**config.mk**
```make
export PLATFORM = sky130hd
export DESIGN_NAME = motion_frame_parser_mapper_core
export DESIGN_NICKNAME = d
export VERILOG_FILES = /design/src/rtl/core/mfpm_pkg.sv /design/src/rtl/core/mfpm_front.sv /design/src/rtl/core/mfpm_queue.sv /design/src/rtl/core/mfpm_back.sv /design/src/rtl/core/motion_frame_parser_mapper_core.sv
export VERILOG_INCLUDE_DIRS = /design/src /design/src/rtl/core
export SDC_FILE = /design/constraint.sdc
export NUM_CORES = 1
export LEC_CHECK = 0
export CORE_UTILIZATION = 50
export DETAILED_ROUTE_END_ITERATION = 8
export DONT_BUFFER_PORTS = 1
export HOLD_SLACK_MARGIN = 0.08
export PLACE_DENSITY_LB_ADDON = 0.1
export SLEW_MARGIN = 10
export SYNTH_ARGS = -nofsm -noshare
export SYNTH_HDL_FRONTEND = slang
export SYNTH_HIERARCHICAL = 1
export SYNTH_SLANG_ARGS = --single-unit
```
**constraint.sdc**
```tcl
create_clock -name clk -period 7.3 [get_ports clk]
set_input_delay 1.095 -clock clk [delete_from_list [all_inputs] [get_ports clk]]
set_output_delay 1.095 -clock clk [all_outputs]
set_load 0.05 [all_outputs]
```
**src/rtl/core/motion_frame_parser_mapper_core_macros.svh**
```systemverilog
// assertion helpers shared by the core modules
`ifndef MOTION_FRAME_PARSER_MAPPER_CORE_MACROS_SVH
`define MOTION_FRAME_PARSER_MAPPER_CORE_MACROS_SVH

`ifndef ASSERT_OFF
// same-cycle implication
`define MFPM_ASSERT_IMPL(label, clk, rst_n, ante, cons) \
  label: assert property (@(posedge clk) disable iff (!rst_n) (ante) |-> (cons)) \
    else $error("assertion failed");
// next-cycle implication
`define MFPM_ASSERT_NEXT(label, clk, rst_n, ante, cons) \
  label: assert property (@(posedge clk) disable iff (!rst_n) (ante) |=> (cons)) \
    else $error("assertion failed");
`else
`define MFPM_ASSERT_IMPL(label, clk, rst_n, ante, cons)
`define MFPM_ASSERT_NEXT(label, clk, rst_n, ante, cons)
`endif

`endif

```
**src/rtl/core/mfpm_pkg.sv**
```systemverilog
`timescale 1ns / 1ps
package mfpm_pkg;

  localparam int FRAME_DEPTH = 14;

  localparam logic [7:0] SYNC_FIRST  = 8'h42;
  localparam logic [7:0] SYNC_DEMAND = 8'h43;
  localparam logic [7:0] SYNC_GOTO   = 8'h47;
  localparam logic [7:0] FRAME_END   = 8'h0D;

  localparam logic [3:0] DEMAND_BYTES = 4'd12;
  localparam logic [3:0] GOTO_BYTES   = 4'd14;

  localparam logic [1:0] MODE_SPLIT = 2'd1;
  localparam logic [1:0] MODE_INTER = 2'd2;

  typedef logic [FRAME_DEPTH-1:0][7:0] frame_t;
  // per pair: first target in [31:16], second in [15:0]
  typedef logic [2:0][31:0] targets_t;

  typedef struct packed {
    targets_t    targets;
    logic [15:0] duration;
    logic        is_goto;
  } cmd_t;

  typedef struct packed {
    logic full;
    logic empty;
  } q_status_t;

  // fixed actuator to pair mapping for both frame layouts
  function automatic targets_t map_targets(frame_t f, logic split);
    logic [5:0][15:0] v;
    targets_t t;
    for (int i = 0; i < 6; i++) begin
      v[i] = split ? {f[i], f[i+6]} : {f[2*i], f[2*i+1]};
    end
    if (split) begin
      t[0] = {v[3], v[4]};
      t[1] = {v[5], v[0]};
      t[2] = {v[1], v[2]};
    end else begin
      t[0] = {v[5], v[0]};
      t[1] = {v[1], v[2]};
      t[2] = {v[3], v[4]};
    end
    return t;
  endfunction

endpackage

```
**src/rtl/core/mfpm_front.sv**
```systemverilog
`timescale 1ns / 1ps
module mfpm_front (
  input  logic               clk,
  input  logic               rst_n,
  input  logic               cfg_wr_en,
  input  logic [1:0]         cfg_wr_data,
  input  logic               byte_valid,
  input  logic [7:0]         rx_byte,
  input  logic               system_active,
  output logic               cmd_push,
  output mfpm_pkg::cmd_t     cmd_data
);

  localparam logic [2:0] PH_WAIT_B    = 3'd0;
  localparam logic [2:0] PH_WAIT_KIND = 3'd1;
  localparam logic [2:0] PH_RESERVED  = 3'd2;
  localparam logic [2:0] PH_DATA      = 3'd3;
  localparam logic [2:0] PH_END       = 3'd4;
  localparam logic [2:0] PH_GOTO_DATA = 3'd5;
  localparam logic [2:0] PH_GOTO_END  = 3'd6;

  logic [1:0]       mode_r;
  logic [2:0]       phase_r, phase_nxt;
  logic [3:0]       count_r, count_nxt;
  logic [3:0]       count_inc;
  mfpm_pkg::frame_t frame_r;
  logic             wr_en;
  logic             goto_close;

  assign count_inc = (count_r < 4'd15) ? count_r + 4'd1 : count_r;

  always_comb begin
    phase_nxt  = phase_r;
    count_nxt  = count_r;
    wr_en      = 1'b0;
    cmd_push   = 1'b0;
    goto_close = 1'b0;
    if (byte_valid && mode_r == mfpm_pkg::MODE_SPLIT) begin
      case (phase_r)
        PH_WAIT_B: begin
          phase_nxt = (rx_byte == mfpm_pkg::SYNC_FIRST) ? PH_WAIT_KIND : PH_WAIT_B;
        end
        PH_WAIT_KIND: begin
          if (rx_byte == mfpm_pkg::SYNC_DEMAND) begin
            phase_nxt = PH_RESERVED;
          end else if (rx_byte == mfpm_pkg::SYNC_GOTO) begin
            phase_nxt = PH_GOTO_DATA;
            count_nxt = 4'd0;
          end else begin
            phase_nxt = PH_WAIT_B;
          end
        end
        PH_RESERVED: begin
          phase_nxt = PH_DATA;
          count_nxt = 4'd0;
        end
        PH_DATA: begin
          wr_en     = (count_r < mfpm_pkg::GOTO_BYTES);
          count_nxt = count_inc;
          if (count_inc >= mfpm_pkg::DEMAND_BYTES) phase_nxt = PH_END;
        end
        PH_END: begin
          if (rx_byte == mfpm_pkg::FRAME_END) begin
            cmd_push  = (count_r == mfpm_pkg::DEMAND_BYTES) && system_active;
            phase_nxt = PH_WAIT_B;
          end
        end
        PH_GOTO_DATA: begin
          wr_en     = (count_r < mfpm_pkg::GOTO_BYTES);
          count_nxt = count_inc;
          if (count_inc >= mfpm_pkg::GOTO_BYTES) phase_nxt = PH_GOTO_END;
        end
        PH_GOTO_END: begin
          if (rx_byte == mfpm_pkg::FRAME_END) begin
            cmd_push   = (count_r == mfpm_pkg::GOTO_BYTES) && system_active;
            goto_close = 1'b1;
            phase_nxt  = PH_WAIT_B;
          end
        end
        default: phase_nxt = PH_WAIT_B;
      endcase
    end else if (byte_valid && mode_r == mfpm_pkg::MODE_INTER) begin
      case (phase_r)
        PH_WAIT_B: begin
          phase_nxt = (rx_byte == mfpm_pkg::SYNC_FIRST) ? PH_WAIT_KIND : PH_WAIT_B;
        end
        PH_WAIT_KIND: begin
          phase_nxt = (rx_byte == mfpm_pkg::SYNC_DEMAND) ? PH_DATA : PH_WAIT_B;
          count_nxt = 4'd0;
        end
        PH_DATA: begin
          wr_en     = (count_r < mfpm_pkg::GOTO_BYTES);
          count_nxt = count_inc;
          if (count_inc >= mfpm_pkg::DEMAND_BYTES) phase_nxt = PH_END;
        end
        PH_END: begin
          if (rx_byte == mfpm_pkg::FRAME_END) begin
            cmd_push  = (count_r == mfpm_pkg::DEMAND_BYTES) && system_active;
            phase_nxt = PH_WAIT_B;
          end
        end
        default: phase_nxt = PH_WAIT_B;
      endcase
    end
  end

  always_comb begin
    cmd_data.targets  = mfpm_pkg::map_targets(frame_r, mode_r == mfpm_pkg::MODE_SPLIT);
    cmd_data.is_goto  = goto_close;
    cmd_data.duration = goto_close ? {frame_r[12], frame_r[13]} : 16'd0;
  end

  always_ff @(posedge clk) begin
    if (!rst_n) begin
      mode_r  <= 2'd0;
      phase_r <= PH_WAIT_B;
      count_r <= 4'd0;
    end else if (cfg_wr_en) begin
      mode_r  <= cfg_wr_data;
      phase_r <= PH_WAIT_B;
      count_r <= 4'd0;
    end else begin
      phase_r <= phase_nxt;
      count_r <= count_nxt;
    end
  end

  always_ff @(posedge clk) begin
    if (wr_en && !cfg_wr_en) begin
      frame_r[count_r] <= rx_byte;
    end
  end

endmodule

```
**src/rtl/core/mfpm_queue.sv**
```systemverilog
`timescale 1ns / 1ps
`include "motion_frame_parser_mapper_core_macros.svh"
module mfpm_queue #(
  parameter int DEPTH = 2
) (
  input  logic                clk,
  input  logic                rst_n,
  input  logic                push,
  input  mfpm_pkg::cmd_t      wr_data,
  input  logic                pop,
  output mfpm_pkg::cmd_t      rd_data,
  output mfpm_pkg::q_status_t status
);

  localparam int PW = $clog2(DEPTH);
  localparam int CW = $clog2(DEPTH + 1);
  localparam logic [PW-1:0] LAST_PTR  = PW'(DEPTH - 1);
  localparam logic [CW-1:0] DEPTH_CNT = CW'(DEPTH);

  mfpm_pkg::cmd_t  slot_r [DEPTH];
  logic [PW-1:0]   wr_ptr_r, rd_ptr_r;
  logic [CW-1:0]   count_r;

  assign rd_data      = slot_r[rd_ptr_r];
  assign status.full  = (count_r == DEPTH_CNT);
  assign status.empty = (count_r == '0);

  always_ff @(posedge clk) begin
    if (push) slot_r[wr_ptr_r] <= wr_data;
  end

  always_ff @(posedge clk) begin
    if (!rst_n) begin
      wr_ptr_r <= '0;
      rd_ptr_r <= '0;
      count_r  <= '0;
    end else begin
      if (push) wr_ptr_r <= (wr_ptr_r == LAST_PTR) ? '0 : wr_ptr_r + PW'(1);
      if (pop)  rd_ptr_r <= (rd_ptr_r == LAST_PTR) ? '0 : rd_ptr_r + PW'(1);
      case ({push, pop})
        2'b10:   count_r <= count_r + CW'(1);
        2'b01:   count_r <= count_r - CW'(1);
        default: count_r <= count_r;
      endcase
    end
  end

  `MFPM_ASSERT_IMPL(a_q_no_overflow, clk, rst_n, push, !status.full)
  `MFPM_ASSERT_IMPL(a_q_no_underflow, clk, rst_n, pop, !status.empty)
  `MFPM_ASSERT_NEXT(a_q_push_not_empty, clk, rst_n, push && !pop, !status.empty)

endmodule

```
**src/rtl/core/mfpm_back.sv**
```systemverilog
`timescale 1ns / 1ps
`include "motion_frame_parser_mapper_core_macros.svh"
module mfpm_back (
  input  logic                clk,
  input  logic                rst_n,
  input  mfpm_pkg::q_status_t q_status,
  input  mfpm_pkg::cmd_t      cmd_data,
  output logic                cmd_pop,
  output logic                out_tvalid,
  input  logic                out_tready,
  output logic [55:0]         out_tdata,
  output logic                out_tuser,
  output logic                out_tlast
);

  mfpm_pkg::cmd_t     work_r;
  logic [2:0]         mask_r, mask_nxt;
  logic               busy_r;
  mfpm_pkg::targets_t last_r;
  logic [2:0]         load_mask;
  logic [1:0]         sel;
  logic [2:0]         sel_bit;
  logic               out_free, emit;
  logic               out_valid_r;
  logic [1:0]         pair_r;
  logic [31:0]        tgt_r;
  logic [15:0]        dur_r;
  logic               goto_r, tlast_r;

  assign out_free = !out_valid_r || out_tready;
  assign emit     = busy_r && out_free;
  assign cmd_pop  = !busy_r && !q_status.empty;

  always_comb begin
    for (int i = 0; i < 3; i++) begin
      load_mask[i] = cmd_data.is_goto || (cmd_data.targets[i] != last_r[i]);
    end
  end

  always_comb begin
    if (mask_r[0]) begin
      sel = 2'd0; sel_bit = 3'b001;
    end else if (mask_r[1]) begin
      sel = 2'd1; sel_bit = 3'b010;
    end else begin
      sel = 2'd2; sel_bit = 3'b100;
    end
    mask_nxt = mask_r & ~sel_bit;
  end

  always_ff @(posedge clk) begin
    if (!rst_n) begin
      busy_r      <= 1'b0;
      mask_r      <= 3'b000;
      out_valid_r <= 1'b0;
      last_r      <= '0;
    end else begin
      if (cmd_pop) begin
        busy_r <= (load_mask != 3'b000);
        mask_r <= load_mask;
      end else if (emit) begin
        busy_r      <= (mask_nxt != 3'b000);
        mask_r      <= mask_nxt;
        last_r[sel] <= work_r.targets[sel];
      end
      if (emit) out_valid_r <= 1'b1;
      else if (out_tready) out_valid_r <= 1'b0;
    end
  end

  always_ff @(posedge clk) begin
    if (cmd_pop) work_r <= cmd_data;
    if (emit) begin
      pair_r  <= sel + 2'd1;
      tgt_r   <= work_r.targets[sel];
      dur_r   <= work_r.duration;
      goto_r  <= work_r.is_goto;
      tlast_r <= (mask_nxt == 3'b000);
    end
  end

  assign out_tvalid = out_valid_r;
  assign out_tdata  = {6'd0, dur_r, tgt_r[15:0], tgt_r[31:16], pair_r};
  assign out_tuser  = goto_r;
  assign out_tlast  = tlast_r;

  `MFPM_ASSERT_IMPL(a_busy_has_work, clk, rst_n, busy_r, mask_r != 3'b000)
  `MFPM_ASSERT_NEXT(a_last_frees_back, clk, rst_n, emit && mask_nxt == 3'b000, !busy_r)
  `MFPM_ASSERT_IMPL(a_no_pop_while_busy, clk, rst_n, busy_r, !cmd_pop)

endmodule

```
**src/rtl/core/motion_frame_parser_mapper_core.sv**
```systemverilog
`timescale 1ns / 1ps
// results: a closing carriage return with system_active set queues its frame; it is loaded into
//   the result stage and its first changed pair (all for a goto) is registered at the output; the
//   rest follow one per cycle while out_tready is high; one byte per cycle is taken while the
//   queue is not full, and a new frame is loaded only after the last result of the current one
// reset: synchronous active-low rst_n; mode off, parser waiting for sync, queue and output empty,
//   stored pair targets zero
module motion_frame_parser_mapper_core #(
  parameter int QUEUE_DEPTH = 2
) (
  input  logic        clk,
  input  logic        rst_n,
  // mode register write port
  input  logic        cfg_wr_en,
  input  logic [1:0]  cfg_wr_data,
  // byte stream in
  input  logic        in_tvalid,
  output logic        in_tready,
  input  logic [15:0] in_tdata,   // [7:0] rx_byte, [8] system_active, [15:9] zero
  // pair commands out
  output logic        out_tvalid,
  input  logic        out_tready,
  // [1:0] pair_number, [17:2] first_target, [33:18] second_target,
  // [49:34] move_duration_ms, [55:50] zero
  output logic [55:0] out_tdata,
  output logic        out_tuser,  // [0] is_goto
  output logic        out_tlast   // last_of_run
);

  logic                byte_req;
  logic                cmd_push, cmd_pop;
  mfpm_pkg::cmd_t      push_data, head_data;
  mfpm_pkg::q_status_t q_st;

  // front takes a byte whenever the command queue can absorb a finished frame
  assign in_tready = !q_st.full;
  assign byte_req  = in_tvalid && in_tready;

  // front: framing state machine, frame byte store and pair mapping
  mfpm_front u_front (
    .clk           (clk),
    .rst_n         (rst_n),
    .cfg_wr_en     (cfg_wr_en),
    .cfg_wr_data   (cfg_wr_data),
    .byte_valid    (byte_req),
    .rx_byte       (in_tdata[7:0]),
    .system_active (in_tdata[8]),
    .cmd_push      (cmd_push),
    .cmd_data      (push_data)
  );

  // queue of mapped frames between parser and result sequencer
  mfpm_queue #(
    .DEPTH (QUEUE_DEPTH)
  ) u_queue (
    .clk     (clk),
    .rst_n   (rst_n),
    .push    (cmd_push),
    .wr_data (push_data),
    .pop     (cmd_pop),
    .rd_data (head_data),
    .status  (q_st)
  );

  // back: change filter on last sent targets, one result per cycle while out_tready is high
  mfpm_back u_back (
    .clk        (clk),
    .rst_n      (rst_n),
    .q_status   (q_st),
    .cmd_data   (head_data),
    .cmd_pop    (cmd_pop),
    .out_tvalid (out_tvalid),
    .out_tready (out_tready),
    .out_tdata  (out_tdata),
    .out_tuser  (out_tuser),
    .out_tlast  (out_tlast)
  );

endmodule
```
==> results_dict.tcl <==
set metrics [dict create \
    clk_path_buf_depth 3 \
    setup_ws_ns 3.02 \
    critPathLaunchType "flip-flop" \
    ys.warnings.count 6 \
    critPathMaxFanout 29 \
    multiInputGateArea_um2 6670 \
    reg2reg_slack_ns 3.02 \
    grt_pass1_wl_mm 81.2 \
    p_leak_uw 0.00939 \
    cts_sinks 618 \
    netlist-cell-type-count 65 \
    crit_arrival_ns 4.51 \
    fp.dieH_um 224 \
    synth-edff-count 503 \
    ios 83 \
    required_ns 7.54 \
    synth-main-ff-cell "edfxtp_1" \
    start_util 0.511 \
    syn_to_final_growth_pct 11.0 \
    antenna_left 0 \
    die_area_um2 50100 \
    ctsResizeCount 0 \
    dr.pass1.iters 5 \
    grt_overflow 0 \
    drt_iter0_drc 1145 \
    final_cells 2434 \
    drt-vias-per-instance 5.37 \
    hp-class "reg2reg" \
    p_int_uw 5860 \
    antenna_found_initial 0 \
    place_congestion 0.862 \
    synth.cell_area_um2 24600 \
    combPwrFrac 0.011 \
    setup_viol 0 \
    fin_tns_setup_ns 0 \
    fin_util 0.568 \
    finalHoldViolCount 0 \
    async_reset_ff_frac 0 \
    cts_setup_buffers 0 \
    track_usage 0.224 \
    post-place-ws_ns 2.45 \
    status "completed" \
    wirelength_mm 55.4 \
    first_global_vias 12676 \
    avgRoutedWirePerCell_um 22.7 \
    vias 13082 \
    num_rows 80 \
    timing.slew.headroom 0.247 \
    syn_area_per_cell_um2 14.3 \
    vdd.ir_drop.worst_uv 147 \
    clk_pin_slew_ns 0.06 \
    drv_cap 0 \
    p_clk_frac 0.467 \
    dpl.hpwl_mm 36.5 \
    synth.top_cell.area_share 0.613 \
    crit_type "reg2reg" \
    nFillCells 3828 \
    skew_ns 0.0296 \
    synth_top_cell_by_area "edfxtp_1" \
    max_slew.worst_pin.slew_ns 1.13 \
    holdBufCountCts 0 \
    io_buffers 0 \
    layout-drive-gt1-share 0.147 \
    grt_max_degree 92 \
    clk_latency_ns 0.59 \
    clock-root-buffer "clkbuf_16" \
    cts_tree "done" \
    seqPwrFrac 0.522 \
    worst_setup_path_end_kind "flip-flop" \
    cts_buffers 67 \
    p_sw_uw 1380 \
    synthTopCellsByCount "edfxtp_1, nand2_1, dfxtp_1" \
    fin_nets 1755 \
    dp_cells 2314 \
    fmax_mhz 234 \
    power_density_nw_per_um2 265 \
    power.total_uw 7250 \
    fin_crit_sh 0.586 \
    period_needed_ns 4.28 \
    htree_levels 3 \
    switching_share 0.191 \
    regArea_um2 17400 \
    yosys-top-cells-area "edfxtp_1, dfxtp_1, nand2_1" \
    ys_seq_area_frac 0.707 \
    synth.most_common_cell "edfxtp_1" \
    drc_errors 0 \
    core_um2 48100 \
    ys_ff_latch 618 \
    fp.dieW_um 224 \
    syn_inst 1724 \
    maxSlewViolCount 0 \
    grt_setup_unrepaired "false" \
]
## through the flow
stage               instance area [um2]  hold WS [ns]
detailed placement                25100         0.405
floorplan                         24600         0.400
global route                      27300         0.422
global placement                  25100         0.403
finish                            27300         0.414
CTS                               27300         0.415
## cell type report
| type | instances | share of cell area |
|---|---|---|
| sequential | 618 | 0.637 |
| multi-input combinational | 1008 | 0.244 |
| clock buffer | 90 | 0.0695 |
| tap | 656 | 0.0300 |
| clock inverter | 26 | 0.0112 |
| timing repair buffer | 19 | 0.00568 |
| inverter | 13 | 0.00188 |
| antenna | 4 | 0.000366 |
## worst max-delay path, stage by stage (launching register included)
cell and delay (ns):
dfxtp_1 0.40, and2b_2 0.25, nor2b_1 0.29, nand3b_1 0.39, nor4b_4 0.89, a32oi_1 0.10
nor2_1 0.26, inv_1 0.13, nor2_4 0.73, buf_4 0.47
## placed cells by master, fill, tap and decap left out, types with 4 or more instances in the layout
| master | netlist | routed |
|---|---|---|
| and2_1 | 20 | 19 |
| conb_1 | 1 | 6 |
| ha_1 | 5 | 5 |
| nor2_1 | 86 | 84 |
| o21ai_1 | 27 | 27 |
| clkinv_2 | 0 | 6 |
| buf_4 | 13 | 18 |
| nor4_1 | 5 | 5 |
| nand2_1 | 379 | 379 |
| nand4b_1 | 4 | 4 |
| clkbuf_16 | 0 | 71 |
| clkinv_1 | 0 | 9 |
| nor3_1 | 14 | 11 |
| nor2b_1 | 7 | 6 |
| diode_2 | 0 | 4 |
| mux2_2 | 43 | 43 |
| xnor2_1 | 94 | 94 |
| mux2i_1 | 100 | 100 |
| a211oi_1 | 5 | 5 |
| clkbuf_8 | 2 | 5 |
| mux2_4 | 70 | 70 |
| bufinv_16 | 0 | 7 |
| a31oi_1 | 4 | 4 |
| o21ai_0 | 10 | 10 |
| nand3_1 | 7 | 7 |
| edfxtp_1 | 503 | 503 |
| xor2_1 | 5 | 5 |
| clkbuf_1 | 43 | 14 |
| dfxtp_1 | 115 | 112 |
| a21oi_1 | 46 | 46 |
| nand4_1 | 24 | 24 |
| inv_1 | 13 | 10 |
## cells by family (layout without fill, tap and decap cells)
group	Yosys count	count (layout)	synth area share
muxes	213	213	0.103
buffers and inverters	103	148	0.0248
and+or+nand+nor	570	570	0.0998
DFF	618	618	0.707
xor gates and xnor gates	99	99	0.0352
adders and majority gates	5	5	0.00254
other	1	10	0.000152
AOI/OAI and AO/OA	115	115	0.0276
## flip-flops by register name (all words and copies together), names as in the netlist, named ones only
register,count
u_front/frame_r,112
u_back/tgt_r,32
u_queue/rd_ptr_r,1
u_back/out_tvalid,1
u_back/work_r,113
u_back/busy_r,1
u_queue/count_r,2
u_back/out_tlast,1
u_front/phase_r,3
u_queue/wr_ptr_r,1
u_back/out_tuser,1
u_front/mode_r,2
u_queue/slot_r,226
u_front/count_r,4
u_back/dur_r,16
u_back/pair_r,2
u_back/mask_r,3
u_back/last_r,96
## worst paths after layout
check,depth (start not counted),to,startpoint
worst min register to register,0,u_back/dur_r[0]$_DFFE_PP_,u_back/work_r[1]$_DFFE_PP_
worst max register to register,9,u_queue/slot_r[0][58]$_DFFE_PP_,u_queue/count_r[0]$_SDFFE_PN0P_
worst min-delay path,0,u_back/dur_r[0]$_DFFE_PP_,u_back/work_r[1]$_DFFE_PP_
worst max-delay path,9,u_queue/slot_r[0][58]$_DFFE_PP_,u_queue/count_r[0]$_SDFFE_PN0P_
## power by group through the flow
stage | clock network [uW] | registers, uW | logic, uW
CTS | 3450 | 3780 | 79.5
global placement | 0 | 3860 | 77.6
detailed placement | 0 | 3860 | 79.4
floorplan | 0 | 3860 | 63.6
finish | 3390 | 3780 | 79.1
global route | 3580 | 3780 | 87.6
## routing by layer
metal,track usage,vias up,wire [um]
met3,0.0422,88,3250
met5,0,-,0
met1,0.327,6475,25900
met2,0.338,375,24700
met4,0.0760,0,1530
li1,-,6144,-
(Power assumes the default switching activity.)
